[src/design/swl_pkg.sv]
`default_nettype none

package swl_pkg;

  // Sequence index width; indices wrap modulo 2^SeqBits.
  localparam int SeqBits   = 16;
  localparam int IndexBits = 16;
  localparam int CountBits = 8;
  localparam int TickBits  = 16;

  typedef logic [SeqBits-1:0]   seq_t;
  typedef logic [IndexBits-1:0] index_t;
  typedef logic [CountBits-1:0] count_t;
  typedef logic [TickBits-1:0]  tick_t;

  typedef enum logic [1:0] {
    CmdSend = 2'd0,
    CmdRx   = 2'd1,
    CmdTick = 2'd2,
    CmdNone = 2'd3
  } cmd_e;

  // Received packet types; the other two codes are unknown types.
  localparam logic [1:0] PktAck = 2'd0;
  localparam logic [1:0] PktMsg = 2'd1;

  // Transmitted packet types.
  localparam logic TxAck = 1'b0;
  localparam logic TxMsg = 1'b1;

  typedef enum logic [2:0] {
    StOk          = 3'd0,
    StBusy        = 3'd1,
    StAckIgnored  = 3'd2,
    StBadIndex    = 3'd3,
    StUnknownType = 3'd4,
    StGaveUp      = 3'd5,
    StHalted      = 3'd6
  } status_e;

  // Configuration register indexes.
  localparam logic CfgMaxSends   = 1'b0;
  localparam logic CfgRetryTicks = 1'b1;

  localparam count_t MaxSendsReset   = count_t'(5);
  localparam tick_t  RetryTicksReset = tick_t'(1000);

  typedef struct packed {
    cmd_e         command;
    logic [1:0]   rx_type;
    index_t       rx_index;
  } in_item_t;

  typedef struct packed {
    logic         tx_valid;
    logic         tx_type;
    index_t       tx_index;
    logic         deliver;
    status_e      status;
  } out_item_t;

endpackage

`default_nettype wire

[src/design/swl_in_stage.sv]
`default_nettype none

module swl_in_stage (
  input  wire logic               clk_i,
  input  wire logic               rst_ni,
  input  wire logic               valid_i,
  output logic                    ready_o,
  input  wire swl_pkg::in_item_t  item_i,
  input  wire logic               advance_i,
  output logic                    valid_o,
  output swl_pkg::in_item_t       item_o
);
  import swl_pkg::*;

  logic     valid_q;
  in_item_t item_q;

  // Slot frees up whenever the engine consumes the held item.
  assign ready_o = !valid_q || advance_i;

  always_ff @(posedge clk_i or negedge rst_ni) begin
    if (!rst_ni) begin
      valid_q <= 1'b0;
    end else if (ready_o) begin
      valid_q <= valid_i;
    end
  end

  always_ff @(posedge clk_i) begin
    if (valid_i && ready_o) begin
      item_q <= item_i;
    end
  end

  assign valid_o = valid_q;
  assign item_o  = item_q;

endmodule

`default_nettype wire

[src/design/swl_engine.sv]
`default_nettype none

module swl_engine (
  input  wire logic               clk_i,
  input  wire logic               rst_ni,
  input  wire logic               cfg_we_i,
  input  wire logic               cfg_index_i,
  input  wire logic [15:0]        cfg_data_i,
  input  wire logic               fire_i,
  input  wire swl_pkg::in_item_t  item_i,
  output swl_pkg::out_item_t      result_o,
  output logic                    halted_o
);
  import swl_pkg::*;

  count_t max_sends_q;
  tick_t  retry_ticks_q;

  seq_t   sent_seq_q, sent_seq_d;
  seq_t   recv_seq_q, recv_seq_d;
  logic   awaiting_q, awaiting_d;
  count_t send_count_q, send_count_d;
  tick_t  wait_ticks_q, wait_ticks_d;
  logic   halted_q, halted_d;

  seq_t   rx_seq;
  seq_t   sent_next;
  seq_t   recv_next;

  always_ff @(posedge clk_i or negedge rst_ni) begin
    if (!rst_ni) begin
      max_sends_q   <= MaxSendsReset;
      retry_ticks_q <= RetryTicksReset;
    end else if (cfg_we_i) begin
      case (cfg_index_i)
        CfgMaxSends:   max_sends_q   <= cfg_data_i[CountBits-1:0];
        CfgRetryTicks: retry_ticks_q <= cfg_data_i[TickBits-1:0];
        default: ;
      endcase
    end
  end

  assign rx_seq    = seq_t'(item_i.rx_index);
  assign sent_next = sent_seq_q + seq_t'(1);
  assign recv_next = recv_seq_q + seq_t'(1);

  always_comb begin
    sent_seq_d   = sent_seq_q;
    recv_seq_d   = recv_seq_q;
    awaiting_d   = awaiting_q;
    send_count_d = send_count_q;
    wait_ticks_d = wait_ticks_q;
    halted_d     = halted_q;
    result_o     = '0;
    result_o.status = StOk;

    if (halted_q) begin
      result_o.status = StHalted;
    end else begin
      case (item_i.command)
        CmdSend: begin
          if (awaiting_q) begin
            result_o.status = StBusy;
          end else begin
            sent_seq_d        = sent_next;
            awaiting_d        = 1'b1;
            send_count_d      = count_t'(1);
            wait_ticks_d      = retry_ticks_q;
            result_o.tx_valid = 1'b1;
            result_o.tx_type  = TxMsg;
            result_o.tx_index = index_t'(sent_next);
          end
        end
        CmdRx: begin
          case (item_i.rx_type)
            PktAck: begin
              if (awaiting_q && rx_seq == sent_seq_q) begin
                awaiting_d   = 1'b0;
                send_count_d = '0;
                wait_ticks_d = '0;
              end else begin
                result_o.status = StAckIgnored;
              end
            end
            PktMsg: begin
              if (rx_seq == recv_next) begin
                recv_seq_d        = rx_seq;
                result_o.tx_valid = 1'b1;
                result_o.tx_type  = TxAck;
                result_o.tx_index = index_t'(rx_seq);
                result_o.deliver  = 1'b1;
              end else if (rx_seq == recv_seq_q) begin
                // duplicate: acknowledge again, nothing goes upward
                result_o.tx_valid = 1'b1;
                result_o.tx_type  = TxAck;
                result_o.tx_index = index_t'(recv_seq_q);
              end else begin
                result_o.status = StBadIndex;
              end
            end
            default: begin
              halted_d        = 1'b1;
              result_o.status = StUnknownType;
            end
          endcase
        end
        CmdTick: begin
          if (awaiting_q) begin
            if (wait_ticks_q > tick_t'(1)) begin
              wait_ticks_d = wait_ticks_q - tick_t'(1);
            end else if (send_count_q >= max_sends_q) begin
              halted_d        = 1'b1;
              wait_ticks_d    = '0;
              result_o.status = StGaveUp;
            end else begin
              send_count_d      = send_count_q + count_t'(1);
              wait_ticks_d      = retry_ticks_q;
              result_o.tx_valid = 1'b1;
              result_o.tx_type  = TxMsg;
              result_o.tx_index = index_t'(sent_seq_q);
            end
          end
        end
        default: ;
      endcase
    end
  end

  always_ff @(posedge clk_i or negedge rst_ni) begin
    if (!rst_ni) begin
      sent_seq_q   <= '0;
      recv_seq_q   <= '0;
      awaiting_q   <= 1'b0;
      send_count_q <= '0;
      wait_ticks_q <= '0;
      halted_q     <= 1'b0;
    end else if (fire_i) begin
      sent_seq_q   <= sent_seq_d;
      recv_seq_q   <= recv_seq_d;
      awaiting_q   <= awaiting_d;
      send_count_q <= send_count_d;
      wait_ticks_q <= wait_ticks_d;
      halted_q     <= halted_d;
    end
  end

  assign halted_o = halted_q;

endmodule

`default_nettype wire

[src/design/swl_out_stage.sv]
`default_nettype none

module swl_out_stage (
  input  wire logic                clk_i,
  input  wire logic                rst_ni,
  input  wire logic                load_i,
  input  wire swl_pkg::out_item_t  item_i,
  output logic                     free_o,
  output logic                     valid_o,
  input  wire logic                ready_i,
  output swl_pkg::out_item_t       item_o
);
  import swl_pkg::*;

  logic      valid_q;
  out_item_t item_q;

  assign free_o = !valid_q || ready_i;

  always_ff @(posedge clk_i or negedge rst_ni) begin
    if (!rst_ni) begin
      valid_q <= 1'b0;
    end else if (free_o) begin
      valid_q <= load_i;
    end
  end

  always_ff @(posedge clk_i) begin
    if (load_i && free_o) begin
      item_q <= item_i;
    end
  end

  assign valid_o = valid_q;
  assign item_o  = item_q;

endmodule

`default_nettype wire

[src/design/stop_and_wait_link_top.sv]
`default_nettype none

// Stop-and-wait link endpoint. Each input transfer is a send request, a received
// packet header or a timer tick; each one yields exactly one result transfer that
// carries the header to transmit (if any), a deliver flag and a status code.
// Items pass through an input register, combinational decision logic against the
// link state, and an output register. With the output side ready, one item is
// taken per clock; its result passes the decision logic into the output register
// and is offered there. While a result waits on the output, the input register
// takes at most one more item, and then the input stalls until the result is taken.
// Configuration (max_sends at index 0, retry_ticks at index 1) is always ready
// and should be written only while no item is in flight. After a give-up or an
// unknown packet type the block answers every item with status halted until reset.
module stop_and_wait_link_top (
  input  wire logic        clk_i,
  input  wire logic        rst_ni,
  input  wire logic        s_tvalid_i,
  output logic             s_tready_o,
  input  wire logic [15:0] s_tdata_i,   // [15:0] rx_index
  input  wire logic [3:0]  s_tuser_i,   // [1:0] command, [3:2] rx_type
  output logic             m_tvalid_o,
  input  wire logic        m_tready_i,
  output logic [23:0]      m_tdata_o,   // [15:0] tx_index, [18:16] status, [23:19] zero
  output logic [2:0]       m_tuser_o,   // [0] tx_valid, [1] tx_type, [2] deliver
  input  wire logic        cfg_valid_i,
  output logic             cfg_ready_o,
  input  wire logic        cfg_index_i,
  input  wire logic [15:0] cfg_data_i
);
  import swl_pkg::*;

  in_item_t  s_item;
  in_item_t  held_item;
  logic      held_valid;
  logic      out_free;
  logic      eng_fire;
  out_item_t eng_result;
  out_item_t m_item;
  logic      halted;

  assign s_item.command  = cmd_e'(s_tuser_i[1:0]);
  assign s_item.rx_type  = s_tuser_i[3:2];
  assign s_item.rx_index = s_tdata_i;

  assign eng_fire    = held_valid && out_free;
  assign cfg_ready_o = 1'b1;

  swl_in_stage u_in_stage (
    .clk_i     (clk_i),
    .rst_ni    (rst_ni),
    .valid_i   (s_tvalid_i),
    .ready_o   (s_tready_o),
    .item_i    (s_item),
    .advance_i (out_free),
    .valid_o   (held_valid),
    .item_o    (held_item)
  );

  swl_engine u_engine (
    .clk_i       (clk_i),
    .rst_ni      (rst_ni),
    .cfg_we_i    (cfg_valid_i),
    .cfg_index_i (cfg_index_i),
    .cfg_data_i  (cfg_data_i),
    .fire_i      (eng_fire),
    .item_i      (held_item),
    .result_o    (eng_result),
    .halted_o    (halted)
  );

  swl_out_stage u_out_stage (
    .clk_i   (clk_i),
    .rst_ni  (rst_ni),
    .load_i  (eng_fire),
    .item_i  (eng_result),
    .free_o  (out_free),
    .valid_o (m_tvalid_o),
    .ready_i (m_tready_i),
    .item_o  (m_item)
  );

  assign m_tdata_o = {5'b0, m_item.status, m_item.tx_index};
  assign m_tuser_o = {m_item.deliver, m_item.tx_type, m_item.tx_valid};

`ifndef SYNTHESIS
  // Only a new in-order MSG is delivered, and it is always acknowledged.
  assert property (@(posedge clk_i) disable iff (!rst_ni)
    eng_fire && eng_result.deliver |-> eng_result.tx_valid && eng_result.tx_type == TxAck)
    else $error("deliver without matching ACK");

  // A transmitted header never comes with an error status.
  assert property (@(posedge clk_i) disable iff (!rst_ni)
    eng_fire && eng_result.tx_valid |-> eng_result.status == StOk)
    else $error("header sent with error status");

  // Give-up and unknown type both latch the halt.
  assert property (@(posedge clk_i) disable iff (!rst_ni)
    eng_fire && (eng_result.status == StGaveUp || eng_result.status == StUnknownType)
    |=> halted)
    else $error("halt not latched");

  // Once halted, the engine only reports halted.
  assert property (@(posedge clk_i) disable iff (!rst_ni)
    eng_fire && halted |-> eng_result.status == StHalted && !eng_result.tx_valid)
    else $error("activity while halted");
`endif

endmodule

`default_nettype wire

[config.mk]
export PLATFORM = sky130hd
export DESIGN_NAME = stop_and_wait_link_top
export DESIGN_NICKNAME = d
export VERILOG_FILES = /design/src/design/swl_pkg.sv /design/src/design/swl_in_stage.sv /design/src/design/swl_engine.sv /design/src/design/swl_out_stage.sv /design/src/design/stop_and_wait_link_top.sv
export SDC_FILE = /design/constraint.sdc
export NUM_CORES = 1
export LEC_CHECK = 0
export BUFFER_PORTS_ARGS = -buffer_cell sky130_fd_sc_hd__buf_2
export CORE_ASPECT_RATIO = 0.5
export CORE_MARGIN = 2
export CORE_UTILIZATION = 41
export DETAILED_ROUTE_END_ITERATION = 10
export PLACE_DENSITY = 0.61
export SLEW_MARGIN = 0
export SYNTH_ARGS = -nofsm -noshare
export SYNTH_HDL_FRONTEND = slang
export SYNTH_SLANG_ARGS = --single-unit
[constraint.sdc]
create_clock -name clk_i -period 2.6 [get_ports clk_i]
set_input_delay 0.52 -clock clk_i [delete_from_list [all_inputs] [get_ports clk_i]]
set_output_delay 0.52 -clock clk_i [all_outputs]
set_load 0.02 [all_outputs]
Word-level counts from Yosys, hierarchy flattened
Cells that the tools add are included.
- flip-flop bits (word level): 126
- bits in latches: 0
- memory bits (writable): 0
- memory bits (read-only): 0
- input port bits: 42
- output and inout port bits: 30
- word-level logic and storage cells: 103
- memories kept: 0
- $add $sub $neg: 4
- multipliers: 0
- divide/modulo/power cells: 0
- $lt $le $gt $ge: 2
- equal/unequal tests: 12
- shift operators: 0
- mux-type cells: 41
- bitwise operators: 5
- reduce and logical (&&, ||, !) cells: 21
- operators by type and width (operator ; number):
    $mux 18 ; 6
    $mux 16 ; 6
    $pmux 18 s3 ; 1
    $eq 16x16->1 ; 3
    $mux 8 ; 6
    $pmux 16 s3 ; 1
    $add 16x1->16 const B ; 2
    $pmux 8 s3 ; 1
    $mux 19 ; 1
    $gt 16x1->1 const B ; 1
    $sub 16x1->16 const B ; 1
    $mux 3 ; 4
    $reduce_and 5->1 ; 2
    $mux 1 ; 9
    $pmux 3 s3 ; 1
    $reduce_and 9->1 ; 1
    $add 8x1->8 const B ; 1
    $ge 8x8->1 ; 1
    $ne 2x2->1 const B ; 4
    $reduce_and 7->1 ; 1
    $pmux 3 s2 ; 1
    $not 1->1 ; 5
    $eq 2x1->1 const B ; 2
    $logic_and 1x1->1 ; 4
    13 further kinds ; 20

Depth between registers and ports, before layout
Gate-level depths: netlist of the first run.
- depth in word-level cells: 6
- depth in mapped cells: 11
- depth with buffers taken out: 9

Hierarchy
Synthesis of the first run repeated with hierarchy kept, for this count alone.
- cells, all modules: 742
- area total of the unflattened synthesis: 7519.7 µm²
- modules (own cells, without submodules) (module ; times used ; cells each ; area each (µm²) ; seq. area each (µm²)):
    swl_engine ; 1 ; 683 ; 6092.1 ; 2062.0
    swl_out_stage ; 1 ; 26 ; 714.4 ; 685.7
    swl_in_stage ; 1 ; 24 ; 654.4 ; 625.6
    stop_and_wait_link_top ; 1 ; 9 ; 58.8 ; 0.0

Worst setup path after synthesis of the first run
Ideal clock, no wire load.
- kind: register to register
- start: register u_engine.recv_seq_q[0]
- end: register u_engine.recv_seq_q[14]
- setup time: 0.128 ns
- arrival time: 2.747 ns
- data required time: 2.472 ns
- path slack: -0.275 ns
- cell stages (with the launch flop): 10
- path buffers: 2
- clock period less this slack: 2.875 ns
- path through: dfrtp_1 > ha_1 > clkbuf_1 > xor2_1 > a2111oi_0 > nand4_1 > or3_1 > nor3_4 > buf_4 > mux2_1
- word-level cells in the longest chain between the ends: 3
- RTL lines (what ; RTL line ; source):
    from (decl) ; swl_engine.sv:20 ; seq_t recv_seq_q, recv_seq_d;
    from (signal assigned) ; swl_engine.sv:139 ; recv_seq_q <= recv_seq_d;
    $add 16x1->16 ; swl_engine.sv:45 ; assign recv_next = recv_seq_q + seq_t'(1);
    $eq 16x16->1 ; swl_engine.sv:86 ; if (rx_seq == recv_next) begin
    $reduce_and 5->1 (no line) ; - ;
No other way between the ends.
A chain may end at the register's enable or synchronous reset.

Final worst setup path of the first run
- start: register u_in_stage.item_q (netlist bit u_in_stage.item_o[5])
- end: register u_engine.recv_seq_q[3]
- word-level cells in the longest chain between the ends: 2
- RTL lines (what ; RTL line ; source):
    from (decl) ; swl_in_stage.sv:16 ; in_item_t item_q;
    from (signal assigned) ; swl_in_stage.sv:31 ; item_q <= item_i;
    $eq 16x16->1 ; swl_engine.sv:86 ;
    $reduce_and 5->1 (no line) ; - ;
No other way between the ends.

==> results of run 1 <==
==> state kept, by name, summed over array words and instances (netlist names), 8 cells and up <==
register,cells
u_engine.max_sends_q,8
u_engine.recv_seq_q,16
u_engine.retry_ticks_q,16
u_engine.send_count_q,8
u_engine.sent_seq_q,16
u_engine.wait_ticks_q,16
u_in_stage.item_o,20
u_out_stage.item_o,22
==> cells in the final DEF (no fill, tap or decap), types with 6 or more instances in the layout <==
master and n:
a211oi_1 6, nand3_1 33, conb_1 6, a31oi_1 11
or3_1 6, mux2_4 16, dfstp_2 8, buf_2 64
buf_4 132, clkbuf_16 23, mux2_2 18, dfrtp_1 76
nand2_1 51, xnor2_1 28, o21ai_1 10, inv_1 28
edfxtp_1 42, nor2_1 48, a221o_1 16, buf_6 9
nand2b_1 8, o21ai_0 22, ha_1 17, o21ai_2 11
nor4_1 7, nand4_1 21, nor3b_1 6, nor3_1 15
xor2_1 26, a21oi_1 21, buf_12 6
==> final cells by class <==
type	count	area (sq um)	area share (%)
Clock inverter	10	124	1.24
Sequential cell	126	3370	33.8
Inverter	28	105	1.05
Tap cell	234	293	2.94
Clock buffer	22	507	5.08
Timing Repair Buffer	218	1680	16.8
Multi-Input combinational cell	512	3890	39.0
==> power by group <==
group / internal, mW / switching [mW] / total [mW]
Sequential: 2.37 / 0.291 / 2.66
Combinational: 0.864 / 1.03 / 1.89
Clock: 1.59 / 0.947 / 2.53
==> through the flow <==
stage,hold slack [ps],worst slack (ps)
detailed placement,489,-656
floorplan,224,-141
CTS,140,-232
global placement,466,-527
finish,110,-295
global route,136,-375
==> Yosys cell counts (4+ instances only) <==
| cell type | count |
|---|---|
| a211oi_1 | 7 |
| a21o_1 | 4 |
| a21oi_1 | 24 |
| a221o_1 | 16 |
| a22oi_1 | 4 |
| a31oi_1 | 15 |
| and2_1 | 4 |
| and3_1 | 5 |
| and4_1 | 5 |
| buf_2 | 6 |
| buf_4 | 7 |
| clkbuf_1 | 35 |
| dfrtp_1 | 76 |
| dfstp_2 | 8 |
| edfxtp_1 | 42 |
| ha_1 | 18 |
| inv_1 | 28 |
| mux2_1 | 16 |
| mux2_2 | 18 |
| nand2_1 | 53 |
| nand2b_1 | 8 |
| nand3_1 | 36 |
| nand4_1 | 21 |
| nor2_1 | 50 |
| nor3_1 | 17 |
| nor3b_1 | 6 |
| nor4_1 | 8 |
| o21a_1 | 4 |
| o21ai_0 | 23 |
| o21ai_1 | 21 |
| or2_2 | 4 |
| or3_1 | 8 |
| or4_1 | 6 |
| xnor2_1 | 34 |
| xor2_1 | 26 |
==> cell families (layout without fill, tap and decap cells) <==
group	Yosys count	count (layout)	synth area share, %
fa+ha+maj	18	18	3.16
xor+xnor	60	60	7.37
flops	126	126	47.3
simple gates	242	242	17.5
mux	35	35	5.51
compound gates	151	151	14.5
other cells	2	6	0.105
buf+inv	78	278	4.58
==> routing by layer <==
| metal | track usage (%) | vias up |
|---|---|---|
| met5 | 0 | - |
| met4 | 7.04 | 0 |
| met3 | 4.66 | 27 |
| met2 | 34.4 | 204 |
| met1 | 31.8 | 3090 |
| li1 | - | 2988 |
==> timing repair <==
item	4_1_cts	5_1_grt
buffers inserted	12	9
gates cloned	1	3
hold endpoints to repair	0	0
endpoints found under the setup margin	57	59
pin swaps	17	31
gates resized for setup	45	46
==> worst paths after layout <==
check                                          start                   endpoint  slack [ps]
min in group clk_i                     s_tdata_i[14]      u_in_stage.item_o[14]         260
worst min register to register    u_in_stage.valid_o        u_out_stage.valid_o         500
worst max register to register  u_in_stage.item_o[5]     u_engine.recv_seq_q[3]        -290
max in group asynchronous                     rst_ni  u_engine.retry_ticks_q[6]        2080
worst min-delay path                          rst_ni     u_engine.recv_seq_q[6]         110
worst max-delay path            u_in_stage.item_o[5]     u_engine.recv_seq_q[3]        -290
==> impl_metrics.json, run 1 <==
{
  "crit_family": "simple AND/OR/NAND/NOR gates",
  "ys_seq_elements": 126,
  "cp.depth": 9,
  "yosysTopAreaCell": "dfrtp_1",
  "fmax_mhz": 345,
  "status": "finished with violations",
  "num_rows": 34,
  "post-route-util_pct": 58.0,
  "drt_first_pass_iters": 5,
  "irDropWorstVdd_uv": 476,
  "cts_sinks": 126,
  "io_pins": 72,
  "core_area_sq_mm": 0.0172,
  "synth_cells": 712,
  "async_flop_share_pct": 66.7,
  "drc": 0,
  "routed.top_layer": "met4",
  "die_area_sq_mm": 0.0185,
  "cts_max_level": 4,
  "clock_latency_ps": 430,
  "crit_type": "register to register",
  "arrival_ps": 3200,
  "finalWirelength_mm": 20.5,
  "gp_congestion": 0.878,
  "p_leak_nw": 4.28,
  "layout-drive-gt1-share_pct": 38.8,
  "drt-initial-drc-count": 408,
  "grt_max_degree": 85,
  "synth_edf_count": 42,
  "grt_pass1_vias": 6139,
  "setup_violations": 56,
  "fin_tns_setup_ps": -8240,
  "powerDensity_mw_per_mm2": 710,
  "crit_chain": "xnor2_2 -> or3_4 -> a2111oi_4 -> nand4_1 -> or3_4 -> buf_6 -> nor3_4 -> buf_6 -> mux2_4",
  "slew_violations": 0,
  "crit_path_start_kind": "register",
  "antenna_found_initial": 0,
  "fin_cells": 1150,
  "hold_buffers": 0,
  "yosys-top-cells-area": "dfrtp_1 (27%), edfxtp_1 (18%), xnor2_1 (4.2%)",
  "portBuffers": 65,
  "dr_wl_met2_mm": 9.51,
  "antenna_cells": 0,
  "avgRoutedWirePerCell_microns": 17.8,
  "die_height_microns": 97.3,
  "clockBufferDepth": 2,
  "dp_hpwl_mm": 13.8,
  "layout.cell_area.non_filler_sq_mm": 0.00997,
  "n_fill_cell": 1448,
  "grt_util_all_layers_pct": 22.4,
  "synthFlopType": "dfrtp_1",
  "dp_cells": 1094,
  "vias": 6309,
  "worst-path-max-fanout": 7,
  "cts-root-buf": "clkbuf_16",
  "synth_area_sq_mm": 0.00713,
  "cp.buffers_inverters": 2,
  "cts_tree": "done",
  "synth_cell_types": 64,
  "crit_path_end_kind": "register",
  "rsz0062_at_grt": "yes",
  "hold_viol": 0,
  "cp.required_ps": 2910,
  "postSynthAreaPerCell_sq_um": 10.0,
  "area_delta_synth_final_pct": 39.8,
  "wl_met1_mm": 9.55,
  "avgViaCountPerCell": 5.49,
  "synthDominantCellAreaShare_pct": 26.7,
  "period_share_pct": 111,
  "dr_wl_met3_mm": 1.13,
  "holdCritPathClass": "input port to async pin",
  "grt_pass1_wl_mm": 32.2,
  "layout_min_cycle_time_ps": 2890,
  "violations": "negative setup slack",
  "worst_slew_pin_slew_ps": 674,
  "final_antenna_net_count": 0,
  "die_w_microns": 191,
  "place_area_sq_mm": 0.00862,
  "drv_cap": 0,
  "final_nets": 963,
  "overflow": 0,
  "start_util_pct": 41.5,
  "yosys_warnings": 0,
  "rr_worst_depth": 9,
  "finClkSkew_ps": 9.87,
  "final.setup.worst_slack_ps": -295,
  "slew_headroom_pct": 55.0,
  "ys_seq_area_share_pct": 47.3,
  "clk_pin_slew_ps": 60,
  "max_stage_delay_ps": 450,
  "cts_buffers": 17,
  "slowest_stage": "edfxtp_1",
  "total_power_mw": 7.08
}
No activity file was read; power rests on OpenSTA's default activity.
==> inputs of run 2 (changes only) <==
--- a/config.mk
+++ b/config.mk
@@ -11,6 +11,7 @@
 export CORE_UTILIZATION = 41
 export DETAILED_ROUTE_END_ITERATION = 10
 export PLACE_DENSITY = 0.61
+export SETUP_SLACK_MARGIN = 0.4
 export SLEW_MARGIN = 0
 export SYNTH_ARGS = -nofsm -noshare
 export SYNTH_HDL_FRONTEND = slang
==> impl_metrics.json, run 2 (synthesized netlist as in run 1, its figures left out) <==
{
  "status": "finished with violations",
  "violations": "negative setup slack",
  "worst_slew_pin_slew_ps": 672,
  "p_sw_mw": 2.33,
  "final_nets": 981,
  "final.setup.worst_slack_ps": -350,
  "finClkSkew_ps": 9.77,
  "clockBufferDepth": 2,
  "layout_min_cycle_time_ps": 2950,
  "swShare_pct": 32.8,
  "drv_cap": 0,
  "slew_violations": 0,
  "antenna_cells": 0,
  "hold_viol": 0,
  "clk_pin_slew_ps": 60,
  "antenna_found_initial": 0,
  "p_comb_share_pct": 29.5,
  "die_area_sq_mm": 0.0185,
  "largest_register_ffs": 22,
  "grt_util_all_layers_pct": 24.2,
  "powerDensity_mw_per_mm2": 695,
  "grt_pass1_wl_mm": 34.7,
  "crit_family": "simple AND/OR/NAND/NOR gates",
  "start_util_pct": 41.5,
  "grt_pass1_vias": 6517,
  "cts-root-buf": "clkbuf_16",
  "p_clk_share_pct": 33.0,
  "fmax_mhz": 339,
  "setup_violations": 58,
  "avgRoutedWirePerCell_microns": 18.9,
  "worst-path-max-fanout": 5,
  "drt_first_pass_iters": 5,
  "crit_path_end_kind": "register",
  "num_rows": 34,
  "n_fill_cell": 1389,
  "mostFrequentLayoutCell": "buf_4",
  "vias": 6663,
  "crit_path_start_kind": "register",
  "hold_buffers": 0,
  "cts_buffers": 17,
  "io_pins": 72,
  "clock_latency_ps": 430,
  "crit_type": "register to register",
  "layout-drive-gt1-share_pct": 42.3,
  "period_share_pct": 113,
  "crit_chain": "xnor2_2 -> or3_4 -> a2111oi_4 -> nand4_1 -> or3_4 -> buf_6 -> nor3_4 -> buf_6 -> mux2_4",
  "area_delta_synth_final_pct": 43.3,
  "irDropWorstVdd_uv": 493,
  "finalWirelength_mm": 22.1,
  "rsz0062_at_grt": "yes",
  "arrival_ps": 3250,
  "die_height_microns": 97.3,
  "layout.cell_area.non_filler_sq_mm": 0.0102,
  "final_antenna_net_count": 0,
  "slowest_stage": "edfxtp_1",
  "cts_max_level": 4,
  "total_power_mw": 7.10,
  "p_int_mw": 4.77,
  "drc": 0,
  "cp.buffers_inverters": 2,
  "grt_max_degree": 40,
  "cp.required_ps": 2900,
  "portBuffers": 65,
  "overflow": 0,
  "place_area_sq_mm": 0.00866,
  "fin_cells": 1168,
  "cts_sinks": 126,
  "gp_congestion": 0.904,
  "final_cell_mix": "buf_4 (132), dfrtp_1 (76), buf_2 (64)",
  "core_area_sq_mm": 0.0172,
  "cts_tree": "done",
  "dp_hpwl_mm": 14.4,
  "dp_cells": 1092,
  "p_leak_nw": 4.40,
  "avgViaCountPerCell": 5.70,
  "slew_headroom_pct": 55.2,
  "drt-initial-drc-count": 682,
  "holdCritPathClass": "input port to async pin",
  "max_stage_delay_ps": 430,
  "die_w_microns": 191,
  "seqPwrFrac_pct": 37.5
}
==> run 2: changes by cell type in the layout (fill, tap and decap cells not counted), moves of 4 or more <==
cell / change
a31oi_1: +4
buf_6: +23
o21ai_2: +5
nor3_4: +4
clkbuf_16: -5
a31oi_2: -4
clkinv_2: +4
nor3_1: -4
==> run 2: area by class of cell <==
type                    instances  area (sq um)  area share, %
clock inverters                12           120           1.18
flip-flops and latches        126          3370           33.0
multi-input cells             512          4040           39.5
repair buffers                236          1840           18.0
inverters                      28           105           1.03
clock buffers                  20           447           4.37
well taps                     234           293           2.87
==> run 2: power groups by stage <==
stage	clock network, mW	logic, mW	registers, mW
floorplan	0	0.993	2.67
global placement	0	1.66	2.65
detailed placement	0	1.70	2.66
CTS	2.37	1.93	2.64
global route	2.46	2.28	2.70
finish	2.35	2.09	2.66
==> run 2: final timing paths <==
path	startpoint	to	slack, ps	cells after the start
setup / recovery	u_in_stage.item_o[5]	u_engine.recv_seq_q[6]	-350	9
hold / removal	rst_ni	u_engine.sent_seq_q[0]	90	1
setup reg to reg	u_in_stage.item_o[5]	u_engine.recv_seq_q[6]	-350	9
hold reg to reg	u_in_stage.valid_o	u_out_stage.valid_o	500	1
max in group asynchronous	rst_ni	u_engine.retry_ticks_q[9]	1790	2
min in group clk_i	s_tuser_i[2]	u_in_stage.item_o[16]	270	1
==> run 2: routing by layer <==
metal | share of wire (%) | track usage [%] | vias up
met5 | 0 | 0 | -
met3 | 6.4 | 4.51 | 59
li1 | - | - | 3017
met4 | 2.7 | 8.05 | 0
met2 | 46 | 38.2 | 277
met1 | 45 | 33.5 | 3310
==> run 2: stage by stage <==
step | utilization, % | TNS [ps] | setup slack, ps | hold slack [ps]
finish | 59.5 | -13650 | -350 | 88.1
global route | 59.5 | -19630 | -441 | 117
CTS | 57.9 | -8080 | -262 | 99.0
detailed placement | 50.4 | -20410 | -685 | 497
global placement | 50.4 | -17560 | -541 | 467
floorplan | - | -1500 | -141 | 224
==> run 2: repair_timing <==
action / CTS / global route
resized for setup: 98 / 41
buffers inserted: 28 / 11
pin swaps: 52 / 28
endpoints found under the setup margin: 64 / 74
gates cloned: 4 / 1
hold endpoints to repair: 0 / 0
